--- src/rtl/segmed_pkg.sv ---
package segmed_pkg;

    localparam int MAX_SEGMENT = 256;
    localparam int ADDR_BITS   = $clog2(MAX_SEGMENT);
    localparam int CNT_BITS    = $clog2(MAX_SEGMENT + 1);
    localparam int DATA_BITS   = 32;
    localparam int NUM_BITS    = 16;

    // commands from the controller to the datapath
    typedef struct packed {
        logic load;       // capture input word
        logic scan_rd;    // read store entry below next scan address
        logic scan_step;  // shift entry up one slot, move scan address down
        logic place;      // write held sample at scan address, count up
        logic drop;       // set dropped flag
        logic med_rd;     // read first median entry
        logic med_rd2;    // read second median entry
        logic emit;       // build result into output register
        logic emit_last;  // result is the column end result
        logic close_seg;  // clear fill and drop, bump segment number
        logic end_col;    // clear fill, drop, have_prev, segment number
        logic set_prev;   // remember id
    } t_cmd;

    typedef struct packed {
        logic id_change;  // have previous and id differs
        logic col_end;
        logic full;
        logic scan_done;  // scan address at zero or sample not below entry
        logic odd;
    } t_stat;

endpackage

--- src/rtl/segmed_ctrl.sv ---
module segmed_ctrl
    import segmed_pkg::*;
(
    input  logic  i_clk,
    input  logic  i_rst_n,
    input  logic  i_valid,
    output logic  o_ready,
    output logic  o_valid,
    input  logic  i_ready,
    input  t_stat i_stat,
    output t_cmd  o_cmd
);

    typedef enum logic [9:0] {
        S_IDLE  = 10'b0000000001,
        S_CHECK = 10'b0000000010,
        S_CMRD  = 10'b0000000100,
        S_CMRD2 = 10'b0000001000,
        S_CWAIT = 10'b0000010000,
        S_SCAN  = 10'b0000100000,
        S_EMRD  = 10'b0001000000,
        S_EMRD2 = 10'b0010000000,
        S_EEMIT = 10'b0100000000,
        S_EWAIT = 10'b1000000000
    } t_state;

    t_state r_state, n_state;
    logic   r_ovalid;

    assign o_ready = r_state == S_IDLE;
    assign o_valid = r_ovalid;

    always_comb begin
        o_cmd   = '0;
        n_state = r_state;
        unique case (r_state)
            S_IDLE: begin
                if (i_valid && o_ready) begin
                    o_cmd.load = 1'b1;
                    n_state    = S_CHECK;
                end
            end
            S_CHECK: begin
                if (i_stat.id_change) begin
                    // hold until the previous result word is taken
                    if (!r_ovalid) begin
                        o_cmd.med_rd = 1'b1;
                        n_state      = S_CMRD;
                    end
                end else if (i_stat.full) begin
                    o_cmd.drop     = 1'b1;
                    o_cmd.set_prev = 1'b1;
                    n_state        = i_stat.col_end ? S_EMRD : S_IDLE;
                    if (i_stat.col_end) o_cmd.med_rd = 1'b1;
                end else begin
                    o_cmd.scan_rd = 1'b1;
                    n_state       = S_SCAN;
                end
            end
            S_CMRD: begin
                o_cmd.med_rd2 = 1'b1;
                n_state       = S_CMRD2;
            end
            S_CMRD2: begin
                o_cmd.emit      = 1'b1;
                o_cmd.close_seg = 1'b1;
                n_state         = S_CWAIT;
            end
            S_CWAIT: begin
                o_cmd.scan_rd = 1'b1;
                n_state       = S_SCAN;
            end
            S_SCAN: begin
                if (i_stat.scan_done) begin
                    o_cmd.place    = 1'b1;
                    o_cmd.set_prev = 1'b1;
                    n_state        = i_stat.col_end ? S_EMRD : S_IDLE;
                end else begin
                    o_cmd.scan_step = 1'b1;
                    o_cmd.scan_rd   = 1'b1;
                end
            end
            S_EMRD: begin
                if (!r_ovalid) begin
                    o_cmd.med_rd = 1'b1;
                    n_state      = S_EMRD2;
                end
            end
            S_EMRD2: begin
                o_cmd.med_rd2 = 1'b1;
                n_state       = S_EEMIT;
            end
            S_EEMIT: begin
                o_cmd.emit      = 1'b1;
                o_cmd.emit_last = 1'b1;
                o_cmd.end_col   = 1'b1;
                n_state         = S_EWAIT;
            end
            S_EWAIT: begin
                n_state = S_IDLE;
            end
            default: n_state = S_IDLE;
        endcase
    end

    always_ff @(posedge i_clk) begin
        if (!i_rst_n) begin
            r_state  <= S_IDLE;
            r_ovalid <= 1'b0;
        end else begin
            r_state <= n_state;
            if (o_cmd.emit) begin
                r_ovalid <= 1'b1;
            end else if (i_ready) begin
                r_ovalid <= 1'b0;
            end
        end
    end

`ifndef NO_ASSERTIONS
    a_onehot: assert property (@(posedge i_clk) disable iff (!i_rst_n)
        $onehot(r_state)) else $error("state not one-hot");
    a_emit_free: assert property (@(posedge i_clk) disable iff (!i_rst_n)
        o_cmd.emit |-> !r_ovalid) else $error("emit over held word");
    a_ready_idle: assert property (@(posedge i_clk) disable iff (!i_rst_n)
        o_ready |-> r_state == S_IDLE) else $error("ready outside idle");
`endif

endmodule

--- config.mk ---
export PLATFORM = sky130hd
export DESIGN_NAME = segmed_ctrl
export DESIGN_NICKNAME = d
export VERILOG_FILES = /design/src/rtl/segmed_pkg.sv /design/src/rtl/segmed_ctrl.sv
export SDC_FILE = /design/constraint.sdc
export NUM_CORES = 1
export LEC_CHECK = 0
export BUFFER_PORTS_ARGS = -buffer_cell sky130_fd_sc_hd__buf_4
export CAP_MARGIN = 20
export CORE_ASPECT_RATIO = 1.2
export CORE_MARGIN = 2
export CORE_UTILIZATION = 50
export DETAILED_ROUTE_END_ITERATION = 12
export GPL_ROUTABILITY_DRIVEN = 0
export HOLD_SLACK_MARGIN = 0.1
export PLACE_DENSITY = 0.76
export SKIP_LAST_GASP = 1
export SLEW_MARGIN = 25
export SYNTH_ARGS = -nofsm -noshare
export SYNTH_HDL_FRONTEND = slang
export SYNTH_SLANG_ARGS = --single-unit
--- constraint.sdc ---
create_clock -name i_clk -period 4.6 [get_ports i_clk]
set_input_delay 0.69 -clock i_clk [delete_from_list [all_inputs] [get_ports i_clk]]
set_output_delay 0.69 -clock i_clk [all_outputs]
set_load 0.005 [all_outputs]
---- Word-level counts from Yosys, hierarchy flattened ----
Index checks and enable logic that the tools add are counted.
cells by class
  equal/unequal tests ..................... 13
  multiplexer cells ....................... 32
  reduce and logical (&&, ||, !) cells .... 5
operators with widths
  cell                                                   count
  case mux 10 bit (9 select lines)                       1
  2-to-1 mux 10 bit                                      5
  2-to-1 mux 1 bit                                       18
  2-to-1 mux 7 bit                                       2
  equality test 10 x 1 -> 1 bit, second input constant   1
  equality test 10 x 2 -> 1 bit, second input constant   1
  equality test 10 x 3 -> 1 bit, second input constant   1
  equality test 10 x 4 -> 1 bit, second input constant   1
  equality test 10 x 5 -> 1 bit, second input constant   1
  equality test 10 x 6 -> 1 bit, second input constant   1
  equality test 10 x 7 -> 1 bit, second input constant   1
  equality test 10 x 8 -> 1 bit, second input constant   1
  equality test 10 x 9 -> 1 bit, second input constant   1
  2-to-1 mux 2 bit                                       3
  inequality test 2 bit, second input constant           2
  case mux 1 bit (2 select lines)                        2
  AND reduction 4 bit                                    1
  OR reduction 2 bit                                     2
  inequality test 3 bit, second input constant           1
  case mux 1 bit (3 select lines)                        1
  inequality test 2 x 1 -> 1 bit, second input constant  1
  nonzero test 2 bit                                     1
  logical AND 1 bit                                      1
word-level totals
  bits in registers ....................... 11
  bits of input ports ..................... 9
  word-level logic and storage cells ...... 52

---- Longest topological paths before layout ----
Gate-level depths: netlist (run 1).
  word-level depth ........................ 4
  depth in mapped cells ................... 6
  gate-level depth less buffers ........... 5

---- Least setup slack after synthesis (run 1) ----
Ideal clock, no wire load.
  path type ............................... reg-to-output
  from .................................... reg r_state[2]
  to ...................................... out o_cmd[6] in the netlist's numbering
  arrival time ............................ 1,351 ps
  slack ................................... 2,559 ps
  cell stages (with the launch flop) ...... 6
  path buffers ............................ 0
  path through ............................ dfxtp_1 or3_1 nor4_2 nand2_1 a21oi_1 a41o_1
RTL lines
  what                    RTL line            text
  from (decl)             segmed_ctrl.sv:27   t_state r_state, n_state;
  from (signal assigned)  segmed_ctrl.sv:111  r_state <= n_state;
  to (decl)               segmed_ctrl.sv:11   output t_cmd o_cmd

==> results of run 1 <==
worst max-delay path, stage by stage, from the launching register on:
cell and delay, ns:
dfxtp_1 0.38, or3_1 0.40, nor4_2 0.33, nand2_1 0.13
a21oi_1 0.20, a41o_1 0.12, buf_4 0.11
cells in the mapped netlist, types with 2 or more instances:
cell        n  share of area [%]
and3_1      3                2.3
nand2_1     5                2.3
o21a_1      2                1.9
nor3b_1     2                1.9
nor2_1      9                4.2
xor2_1      3                3.3
inv_1       5                2.3
nor3_1      4                2.5
nor2b_1     4                3.1
nand4_1     2                1.6
and2_1      2                1.6
or3_1       2                1.6
o2111ai_1   4                4.4
nand3_1     5                3.1
dfxtp_1    11                 27
o21ai_0     5                3.1
a21oi_1     3                1.9
buf_2       2                1.3
nand2b_1    3                2.3
through the flow:
step	power, W	utilization [%]	instances	hold WS, ns	worst slack, ns
after global routing	0.0002366	67.52	137	0.5882	1.870
after floorplan	0.0001390	-	98	0.5069	2.559
after CTS	0.0002261	67.52	137	0.5641	1.989
after detailed placement	0.0001579	65.73	133	0.5547	2.304
final	0.0002243	67.52	137	0.5627	1.967
after global placement	0.0001567	65.73	133	0.5463	2.278
area by class of cell:
| cell class | count | area (um^2) |
|---|---|---|
| fillers | 148 | 475.5 |
| flip-flops and latches | 11 | 220.2 |
| inverters | 5 | 18.77 |
| well taps | 17 | 21.27 |
| clock buffers | 4 | 26.28 |
| multi-input cells | 79 | 544.3 |
| repair buffers | 21 | 157.7 |
path summary, 6_finish.rpt:
kind | start | to | depth (start not counted)
max | r_state[4]$_SDFFE_PN0P_ | o_cmd[6] | 6
min | r_state[2]$_SDFFE_PN0P_ | r_state[3]$_SDFFE_PN0P_ | 2
max reg2reg | r_state[8]$_SDFFE_PN0P_ | r_state[6]$_SDFFE_PN0P_ | 5
min reg2reg | r_state[2]$_SDFFE_PN0P_ | r_state[3]$_SDFFE_PN0P_ | 2
routing by layer:
metal	part of all wire (%)	track usage, %	wire, um
met4	1.0	8.000	21
met5	0	0	0
met2	45	38.73	906
met1	45	31.91	907
met3	8.5	4.186	170
placed cells by master (no fill, tap or decap), types with 2 or more instances in the layout:
cell	instances
buf_4	21
nand4_1	2
o21a_1	2
nor3b_1	2
clkbuf_4	3
or3_1	2
nand3_1	5
and3_1	3
xor2_1	3
nor3_1	4
dfxtp_1	11
nand2b_1	3
nor2_1	9
a21oi_1	3
nor2b_1	4
o21ai_0	5
nand2_1	5
o2111ai_1	4
and2_1	2
inv_1	5
power groups by stage:
| stage | Combinational, W | Clock (W) | Sequential, W |
|---|---|---|---|
| after floorplan | 0.0000386 | 0 | 0.000100 |
| after global placement | 0.0000511 | 0 | 0.000106 |
| after detailed placement | 0.0000518 | 0 | 0.000106 |
| after CTS | 0.0000521 | 0.0000703 | 0.000104 |
| after global routing | 0.0000568 | 0.0000751 | 0.000105 |
| final | 0.0000522 | 0.0000680 | 0.000104 |
cells by family (layout without fill, tap and decap cells):
logic type / after synthesis / count (layout) / synth area share, %
simple gates: 56 / 56 / 44.53
compound gates: 20 / 20 / 20.16
flops: 11 / 11 / 27.50
buf+inv: 8 / 30 / 4.532
xor+xnor: 3 / 3 / 3.282
flip-flops by register name, summed over array words and instances, names as in the netlist:
name	flops
o_valid	1
r_state	10
==> out/metrics.yaml, run 1 <==
status: "finished clean"
wl_um: 2005
cts_tree: "yes"
path_max_fanout: 7
postLayoutCellArea_um2: 988.4
internal_power_w: 0.0001578
min_period_ns: 2.633
syn-cell-area_um2: 800.8
max-slew-margin-rel_pct: 66.71
finalCritPeriodShare_pct: 57.24
switching_share_pct: 29.65
avgSynthCellArea_um2: 8.171
antenna_found_initial: 0
nNetsFinal: 130
min_path_type: "reg2reg"
ios: 23
async_flop_share_pct: 0
required_ns: 3.91
drtIter0Drc: 38
synthToLayoutAreaGrowth_pct: 23.44
pwr-share-comb_pct: 23.3
num_rows: 15
p_clk_share_pct: 30.3
grt_pass1_vias: 719
synth-edff-count: 0
grt_setup_unrepaired: "false"
holdBufCountCts: 0
clk_pin_slew_ns: 0.07
ys_seq_area_share_pct: 27.50
die_area_mm2: 0.001939
ant_nets: 0
antennaDiodeCount: 0
vias_per_cell: 6.044
grt_max_degree: 11
dp_hpwl_um: 1525
setup_viol_count_final: 0
cts_root_buffer: "clkbuf_4"
routedWlPerCell_um: 14.64
drc: 0
p_seq_share_pct: 46.4
insertion_delay_ns: 0.27
ys.flop_type: "dfxtp_1"
p_leak_nw: 0.4749
start_util_pct: 54.70
placed_cell_area_um2: 962.2
finClkSkew_ns: 0.002630
slew_viol_final: 0
drive_gt1_share_pct: 30.00
cts.path.max_buffers: 2
max_cap_violations: 0
r2r_slack_ns: 2.90
fmax_ghz: 0.3798
ys_seq_elements: 11
post_cts_resized: 0
worst_slew_pin_slew_ns: 0.4967
powerDensity_mw_per_mm2: 226.9
finalHoldViolCount: 0
dieHeight_um: 47.84
peakVddDrop_mv: 0.1606
track_usage_pct: 23.99
syn_nets: 107
synth_warnings: 0
dr_total_vias: 828
clock_sinks: 11
dr.pass1.iters: 4
ys_types: 41
cp-start-kind: "register"
synthCells: 98
p_switching_w: 0.00006649
crit_type: "reg2out"
die_width_um: 40.53
arrival_ns: 1.94
numCtsBuffers: 3
grt_pass1_wl_um: 3118
overflow: 0
htreeDepth: 1
core_region_area_mm2: 0.001464
postCtsSetupRepairBufs: 0
tns_ns: 0
cp-end-kind: "output port"
numPortBuffers: 21
Note: power is estimated with default switching activity, not from simulation.
==> inputs of run 2 (changes only) <==
- ABC_AREA: not set -> 1
- CORE_UTILIZATION: 50 -> 44
- PLACE_DENSITY: 0.76 -> 0.72
- clock period: 4.6 -> 2.4 ns (I/O delays scaled with it)
==> out/metrics.yaml, run 2 <==
min_period_ns: 1.917
crit_slowest_cell: "dfxtp_1"
slew_viol_final: 0  # unchanged
antennaDiodeCount: 0  # unchanged
num_rows: 16  # +1
post_cts_resized: 0  # unchanged
tns_ns: 0  # unchanged
htreeDepth: 1  # unchanged
yosys.area_share.simple_pct: 48.21  # +3.7 points
peakVddDrop_mv: 0.3943  # +150%
die_area_mm2: 0.002104  # +8.5%
dr.pass1.iters: 4  # unchanged
clock_sinks: 11  # unchanged
syn_nets: 134  # +25%
die_width_um: 42.21  # +4.1%
vias_per_cell: 4.928  # -18%
fillCellCount: 180  # +22%
dieHeight_um: 49.85  # +4.2%
start_util_pct: 46.95  # -7.7 points
fmax_ghz: 0.5215
min_path_type: "in2reg"
synthCells: 125  # +28%
crit_type: "reg2out"
setup_ws_ns: 0.4825  # -1.484 ns
core_region_area_mm2: 0.001642  # +12%
grt_max_degree: 11  # unchanged
ys_types: 20  # -51%
crit_path_cell_trace: "nor2_2, nand2_2, nor2_4, nand2_1, o22ai_1, or2_2, buf_4"
finalHoldViolCount: 0  # unchanged
layout_common_cells: "30 x inv_1, 21 x nand2_1, 21 x buf_4"
synthAdderAreaFrac_pct: 0  # unchanged
syn-cell-area_um2: 770.7  # -3.8%
synth_xor_area_share_pct: 0  # -3.3 points
synth-edff-count: 0  # unchanged
drc: 0  # unchanged
required_ns: 2.04  # -1.87 ns
status: "finished clean"
ant_nets: 0  # unchanged
cts.path.max_buffers: 2  # unchanged
ys_seq_elements: 11  # unchanged
max-slew-margin-rel_pct: 82.25  # +16 points
drive_gt1_share_pct: 29.73  # -0.27 points
numCtsBuffers: 3  # unchanged
path_max_fanout: 6  # -1
synth_top_area_share_pct: 28.57  # +1.1 points
worst_slew_pin_slew_ns: 0.2653  # -0.2314 ns
multi_input_area_um2: 421.7  # -23%
cts_root_buffer: "clkbuf_4"
nNetsFinal: 158  # +22%
grt_setup_unrepaired: "false"
pre_cts_ws_ns: 0.7755  # -1.528 ns
placed_cell_area_um2: 938.4  # -2.5%
synth_warnings: 0  # unchanged
p_leak_nw: 0.5719  # +20%
drtIter0Drc: 8  # -79%
final_common_cell: "inv_1"
wl_um: 1721  # -14%
insertion_delay_ns: 0.27  # about the same
finClkSkew_ns: 0.002877  # +0.0002473 ns
ys_seq_area_share_pct: 28.57  # +1.1 points
postLayoutCellArea_um2: 964.7  # -2.4%
seq_area_um2: 220.2  # unchanged
routedWlPerCell_um: 10.37  # -29%
synthToLayoutAreaGrowth_pct: 25.16
cp-start-kind: "register"
arrival_ns: 1.56  # -0.38 ns
async_flop_share_pct: 0  # unchanged
largest_register_ffs: 10  # unchanged
synth_top_family_by_area: "simple AND/OR/NAND/NOR gates"
holdBufCountCts: 0  # unchanged
numPortBuffers: 21  # unchanged
setup_viol_count_final: 0  # unchanged
grt_pass1_vias: 743  # +3.3%
synth_top_area_cell: "dfxtp_1"
muxShareOfSynthArea_pct: 0  # unchanged
cts_tree: "yes"
track_usage_pct: 19.49  # -4.5 points
yosysMostFrequentCell: "inv_1"
postCtsSetupRepairBufs: 0  # unchanged
max_cap_violations: 0  # unchanged
final_core_util_pct: 58.77  # -8.8 points
antenna_found_initial: 0  # unchanged
clk_pin_slew_ns: 0.07  # about the same
ios: 23  # unchanged
finalCritPeriodShare_pct: 79.90
ys.flop_type: "dfxtp_1"
powerDensity_mw_per_mm2: 682.4  # +200%
avgSynthCellArea_um2: 6.166  # -25%
registers.top_by_ff_count: "r_state"
synth_compound_area_share_pct: 6.494  # -14 points
overflow: 0  # unchanged
critPathMaxStageDelay_ns: 0.33  # -0.07 ns
synth_common_cells: "30 x inv_1, 21 x nand2_1, 17 x nor2_1"
netlist_top_cells_area: "dfxtp_1 29%, inv_1 15%, nand2_1 10%"
cp-end-kind: "output port"
grt_pass1_wl_um: 3070  # -1.5%
dp_hpwl_um: 1426  # -6.5%
dr_total_vias: 818  # -1.2%
## run 2: final timing paths
| kind | from | end | slack [ns] | cells after the start |
|---|---|---|---|---|
| hold reg to reg | r_state[5]$_SDFFE_PN0P_ | r_state[5]$_SDFFE_PN0P_ | 0.58 | 2 |
| hold / removal | i_stat[3] | r_state[6]$_SDFFE_PN0P_ | 0.37 | 3 |
| setup reg to reg | r_state[2]$_SDFFE_PN0P_ | r_state[1]$_SDFFE_PN0P_ | 1.00 | 9 |
| setup / recovery | r_state[2]$_SDFFE_PN0P_ | o_cmd[10] | 0.48 | 7 |
## run 2: routing by layer
metal | share of wire, % | GRT usage, % | wire [um] | up-vias
met1 | 40 | 20.50 | 690 | 376
met2 | 54 | 34.10 | 932 | 14
met4 | 2.0 | 9.375 | 35 | 0
met3 | 3.7 | 6.593 | 63 | 5
met5 | 0 | 0 | 0 | -
li1 | - | - | - | 423
## run 2: stage by stage
stage | hold slack [ns] | instances | total power (W)
after global routing | 0.3632 | 166 | 0.0007168
after detailed placement | 0.5723 | 162 | 0.0005359
final | 0.3654 | 166 | 0.0006583
after global placement | 0.5689 | 162 | 0.0005317
after CTS | 0.3598 | 166 | 0.0006669
after floorplan | 0.5015 | 125 | 0.0004403
## run 2: report_power, final
group	switching, W	internal, W
Combinational	0.000190	0.000117
Clock	0.0000613	0.0000645
Sequential	0.0000222	0.000203
Total	0.000274	0.000385
## run 2: final cells by class
type	instances	area share (%)
clock buffers	4	2.724
repair buffers	21	16.34
flip-flops and latches	11	22.83
well taps	18	2.335
inverters	31	12.06
multi-input cells	81	43.71
## run 2: cells by family after synthesis
logic type             after synthesis
and+or+nand+nor                     72
DFF                                 11
AOI/OAI and AO/OA                    9
buffers and inverters               33
## run 2: critical path: cells and delay by family (launching register included)
family                 cells  cell delay (ns)
and+or+nand+nor            5             0.68
AOI/OAI and AO/OA          1             0.17
DFF                        1             0.33
buffers and inverters      1             0.10
